**config.mk**
```make
export PLATFORM = sky130hd
export DESIGN_NAME = dics_ctrl
export DESIGN_NICKNAME = d
export VERILOG_FILES = /design/src/assert_macros.svh /design/src/dics_pkg.sv /design/src/dics_ctrl.sv
export SDC_FILE = /design/constraint.sdc
export NUM_CORES = 1
export LEC_CHECK = 0
export BUFFER_PORTS_ARGS = -buffer_cell sky130_fd_sc_hd__buf_4
export CORE_AREA = 2 2 39 41
export CTS_CLUSTER_DIAMETER = 60
export DETAILED_ROUTE_END_ITERATION = 12
export DIE_AREA = 0 0 41 43
export REMOVE_ABC_BUFFERS = 1
export SYNTH_ARGS = -nofsm -noshare
export SYNTH_HDL_FRONTEND = slang
export SYNTH_SLANG_ARGS = --single-unit
```
**constraint.sdc**
```tcl
create_clock -name i_clk -period 0.85 [get_ports i_clk]
set_input_delay 0.0425 -clock i_clk [delete_from_list [all_inputs] [get_ports i_clk]]
set_output_delay 0.0425 -clock i_clk [all_outputs]
set_load 0.05 [all_outputs]
```
**src/assert_macros.svh**
```systemverilog
// Assertion macros for the RTL of the sampler.
// Depends on nothing; included by the top file, which carries the concurrent checks.
`ifndef ASSERT_MACROS_SVH
`define ASSERT_MACROS_SVH
`ifndef SYNTHESIS
// Plain property, checked at every rising edge outside reset.
`define ASSERT_CLK(label, clk, rst_n, prop, msg) \
    label: assert property (@(posedge clk) disable iff (!rst_n) (prop)) else $error(msg);
// Same-cycle implication.
`define ASSERT_IMPLY(label, clk, rst_n, ante, cons, msg) \
    label: assert property (@(posedge clk) disable iff (!rst_n) (ante) |-> (cons)) \
        else $error(msg);
// Next-cycle implication.
`define ASSERT_NEXT(label, clk, rst_n, ante, cons, msg) \
    label: assert property (@(posedge clk) disable iff (!rst_n) (ante) |=> (cons)) \
        else $error(msg);
`else
`define ASSERT_CLK(label, clk, rst_n, prop, msg)
`define ASSERT_IMPLY(label, clk, rst_n, ante, cons, msg)
`define ASSERT_NEXT(label, clk, rst_n, ante, cons, msg)
`endif
`endif

```
**src/dics_pkg.sv**
```systemverilog
// Package of the discrete inverse-CDF sampler: sizes, item kind codes,
// generator constants and the controller/datapath command and status types.
// Depends on nothing.
package dics_pkg;

    // table geometry (rows must stay a power of two up to 64: rows wrap by truncation)
    localparam int NUM_ROWS     = 64;
    localparam int NUM_OUTCOMES = 16;
    localparam int MAX_RUN      = 16;
    localparam int VALUE_WIDTH  = 32;

    // port field widths
    localparam int ROW_W  = 6;
    localparam int OC_W   = 4;
    localparam int CNT_W  = 5;
    localparam int DATA_W = 32;
    localparam int SEED_W = 31;

    localparam int ROW_IDX_W = $clog2(NUM_ROWS);
    localparam int OC_IDX_W  = $clog2(NUM_OUTCOMES);
    localparam int TBL_DEPTH = NUM_ROWS * NUM_OUTCOMES;
    localparam int TBL_AW    = ROW_IDX_W + OC_IDX_W;
    localparam int SUM_W     = SEED_W + OC_IDX_W;

    // item kinds
    localparam logic [1:0] KIND_WR_PROB  = 2'd0;
    localparam logic [1:0] KIND_WR_VAL   = 2'd1;
    localparam logic [1:0] KIND_DRAW_IND = 2'd2;
    localparam logic [1:0] KIND_DRAW_BLK = 2'd3;

    // Lehmer generator, modulus 2^31-1
    localparam int                MUL_W      = 15;
    localparam int                PROD_W     = SEED_W + MUL_W;
    localparam logic [MUL_W-1:0]  LEHMER_MUL = 15'd16807;
    localparam logic [SEED_W-1:0] LEHMER_MOD = 31'h7FFF_FFFF;
    localparam logic [SEED_W-1:0] SEED_RESET = 31'd1;

    typedef struct packed {
        logic accept;
        logic wr_prob;
        logic wr_val;
        logic seed_mul;
        logic seed_mod;
        logic walk_start;
        logic walk_step;
        logic vread;
        logic out_load;
    } t_cmd;

    typedef struct packed {
        logic walk_done;
        logic run_last;
        logic out_free;
        logic is_block;
    } t_stat;

endpackage

```
**src/dics_ctrl.sv**
```systemverilog
// Controller of the sampler: sequences seed update, outcome walk, value read
// and result hand-off. Depends on dics_pkg.
module dics_ctrl
    import dics_pkg::*;
(
    input  logic             i_clk,
    input  logic             i_rst_n,
    input  logic             i_in_valid,
    input  logic [1:0]       i_kind,
    input  logic [CNT_W-1:0] i_count,
    input  t_stat            i_stat,
    output logic             o_in_ready,
    output t_cmd             o_cmd
);

    localparam logic [2:0] S_IDLE  = 3'd0;
    localparam logic [2:0] S_MUL   = 3'd1;
    localparam logic [2:0] S_MOD   = 3'd2;
    localparam logic [2:0] S_WALK  = 3'd3;
    localparam logic [2:0] S_VREAD = 3'd4;
    localparam logic [2:0] S_VDATA = 3'd5;

    logic [2:0] r_state;
    logic [2:0] n_state;

    always_ff @(posedge i_clk) begin
        if (!i_rst_n) begin
            r_state <= S_IDLE;
        end else begin
            r_state <= n_state;
        end
    end

    always_comb begin
        n_state    = r_state;
        o_cmd      = '0;
        o_in_ready = 1'b0;
        case (r_state)
            S_IDLE: begin
                o_in_ready = 1'b1;
                if (i_in_valid) begin
                    o_cmd.accept = 1'b1;
                    if (i_kind == KIND_WR_PROB) begin
                        o_cmd.wr_prob = 1'b1;
                    end else if (i_kind == KIND_WR_VAL) begin
                        o_cmd.wr_val = 1'b1;
                    end else if ((i_kind inside {KIND_DRAW_IND, KIND_DRAW_BLK})
                                 && (i_count != '0)) begin
                        n_state = S_MUL;
                    end
                end
            end
            S_MUL: begin
                o_cmd.seed_mul = 1'b1;
                n_state        = S_MOD;
            end
            S_MOD: begin
                o_cmd.seed_mod   = 1'b1;
                o_cmd.walk_start = 1'b1;
                n_state          = S_WALK;
            end
            S_WALK: begin
                o_cmd.walk_step = 1'b1;
                if (i_stat.walk_done) begin
                    n_state = S_VREAD;
                end
            end
            S_VREAD: begin
                o_cmd.vread = 1'b1;
                n_state     = S_VDATA;
            end
            S_VDATA: begin
                if (i_stat.out_free) begin
                    o_cmd.out_load = 1'b1;
                    if (i_stat.run_last) begin
                        n_state = S_IDLE;
                    end else if (i_stat.is_block) begin
                        n_state = S_VREAD;
                    end else begin
                        n_state = S_MUL;
                    end
                end
            end
            default: begin
                n_state = S_IDLE;
            end
        endcase
    end

endmodule

```
==> metrics.yaml <==
clock_tree:
  cts_buffers: 3
  htree_levels: 1
  clock_sinks: 3
  cts_buffer_depth: 2
  root_buffer: "clkbuf_4"
  path_clk_slew_ns: 0.04
  cts_tree: "done"
  clock_latency_ns: 0.23
timing:
  finalCritPeriodShare_pct: 150.0
  fin_ws_ns: -0.4252
  fin_crit_ns: 1.275
  finalHoldViolCount: 0
  fin_setup_tns_ns: -4.622
  drv_slew: 0
  slew-limit-headroom_pct: 85.28
  worst_pin_slew_ns: 0.2208
  clock_skew_ns: 0.008098
  rsz0062_at_grt: "true"
  fmax_mhz: 784.2
  setup_viol: 13
pwr:
  power.total_mw: 1.186
  power.density_nw_per_um2: 1610
  vdd_drop_max_v: 0.0009644
  p_leak_nw: 0.3126
route:
  drc: 0
  wl_per_cell_um: 10.89
  ant_nets: 0
  first_pass_iters: 3
  first_iter_violations: 3
  wl_um: 958
  viasPerCell: 4.591
  vias: 404
layout:
  final_cell_mix: "20 x buf_4, 11 x buf_6, 6 x buf_8"
  layout_commonest_cell: "buf_4"
  syn2layout_area_growth_pct: 193.0
  drive_gt1_share_pct: 81.94
  fin_area_sq_um: 737.0
  nets: 87
  antennaDiodeCount: 0
  regMostFlops: "r_state"
  largest_reg_flops: 3
  reg.largest.list: "r_state x3"
  final_core_util_pct: 53.25
die:
  core_area_sq_um: 1384
  chipHeight_um: 43
  die_w_um: 41
  start_util_pct: 18.17
  dieArea_sq_um: 1763
  ios: 24
  rows: 14
placement:
  port_buffers: 23
  gp_congestion: 0.6397
  dpl.hpwl_um: 623.7
  dp_slack_ns: -0.2817
  place_area_sq_um: 471.7
global_routing:
  grt_pass1_vias: 452
  grt-ovfl-total: 0
  track_usage_pct: 13.25
  grt_first_pass_wirelength_um: 1614
  antenna_found_initial: 0
  grt_max_degree: 8
yosys:
  synth_fa_ha_area_share_pct: 0
  yosys.area_share.simple_pct: 43.28
  ys_seq_area_share_pct: 23.88
  synth_xor_area_share_pct: 0
  netlist_instances: 34
  synth_area_sq_um: 251.5
  synthMuxAreaShare_pct: 0
  ys_seq_elements: 3
  synth_top_family_by_area: "simple AND/OR/NAND/NOR gates"
  synth_compound_area_share_pct: 22.89
  synth.avg_cell_area_sq_um: 7.397
  ys_warn_count: 0
  post_synth_num_cell_types: 20
status:
  violations: "setup timing"
  status: "complete, but fails checks"
worst_setup_path:
  cp_max_fo: 3
  crit_slowest_cell: "dfxtp_2"
  cp-end-kind: "output port"
  crit_required_ns: 0.81
  startpoint_type: "flip-flop"
  crit_arrival_ns: 1.23
  path_cells: "nor3_4, nand2_2, nor3b_2, buf_6"
  critPathKind: "reg -> out"
  cpPeakStageDelay_ns: 0.32
  path_delay_family: "simple AND/OR/NAND/NOR gates"
  cp.buffers_inverters: 1
run:
  maxCapViolations: 0
worst_hold_path:
  hp-class: "in -> reg"
==> layer usage <==
| layer | global-route usage [%] | routed length (um) | vias up |
|---|---|---|---|
| li1 | - | - | 198 |
| met1 | 12.22 | 320 | 185 |
| met2 | 24.38 | 545 | 19 |
| met3 | 5.236 | 77 | 2 |
| met4 | 4.000 | 14 | 0 |
| met5 | 0 | 0 | - |
==> path summary, 6_finish.rpt <==
check,endpoint,depth (start not counted),slack (ns),start
hold / removal,r_state[2],2,0.04,i_rst_n
setup reg to reg,r_state[0],6,-0.34,r_state[1]
setup / recovery,o_cmd[6],4,-0.43,r_state[1]
hold reg to reg,r_state[0],3,0.64,r_state[2]
==> where the power goes <==
group,internal [mW],switching [mW]
clock network,0.176,0.0717
logic,0.371,0.387
registers,0.160,0.0205
total,0.707,0.479
==> metrics by stage <==
stage               hold WS, ns  cells
finish                  0.03777     88
global route            0.03861     88
CTS                     0.02970     87
detailed placement       0.2800     76
global placement         0.2805     76
floorplan                0.1538     31
==> cell families after synthesis <==
group                  after synthesis
AND/OR/NAND/NOR                     19
AO/OA/AOI/OAI                        7
buffers and inverters                5
flip-flops                           3
==> Yosys cell counts, drive strengths merged <==
| library cell | count | area share (%) |
|---|---|---|
| nand2 | 3 | 4.5 |
| a211oi | 1 | 3.0 |
| inv | 2 | 3.0 |
| dfxtp | 3 | 24 |
| nor3 | 3 | 10 |
| nor2b | 1 | 2.5 |
| nand3 | 1 | 2.0 |
| or4 | 1 | 3.0 |
| buf | 3 | 7.0 |
| nor2 | 5 | 7.5 |
| nand2b | 2 | 5.0 |
| nor3b | 2 | 6.0 |
| o211ai | 3 | 11 |
| a311oi | 1 | 3.5 |
| o21a | 1 | 3.0 |
| a31oi | 1 | 2.5 |
| and3 | 1 | 2.5 |
==> layout make-up <==
| type | count | area, sq um |
|---|---|---|
| Sequential cell | 3 | 68.82 |
| Inverter | 2 | 7.507 |
| Fill cell | 135 | 646.9 |
| Clock buffer | 4 | 26.28 |
| Timing Repair Buffer | 37 | 364.1 |
| Multi-Input combinational cell | 26 | 250.2 |
| Tap cell | 16 | 20.02 |
==> what timing repair did <==
action                                  in CTS  in global routing
endpoints found under the setup margin      13                 13
gates resized for setup                     38                 10
hold buffers                                 0                  0
pin swaps                                    7                  1
gates cloned                                 1                  0
buffers inserted                             6                  1
Note: power is estimated with default switching activity, not from simulation.
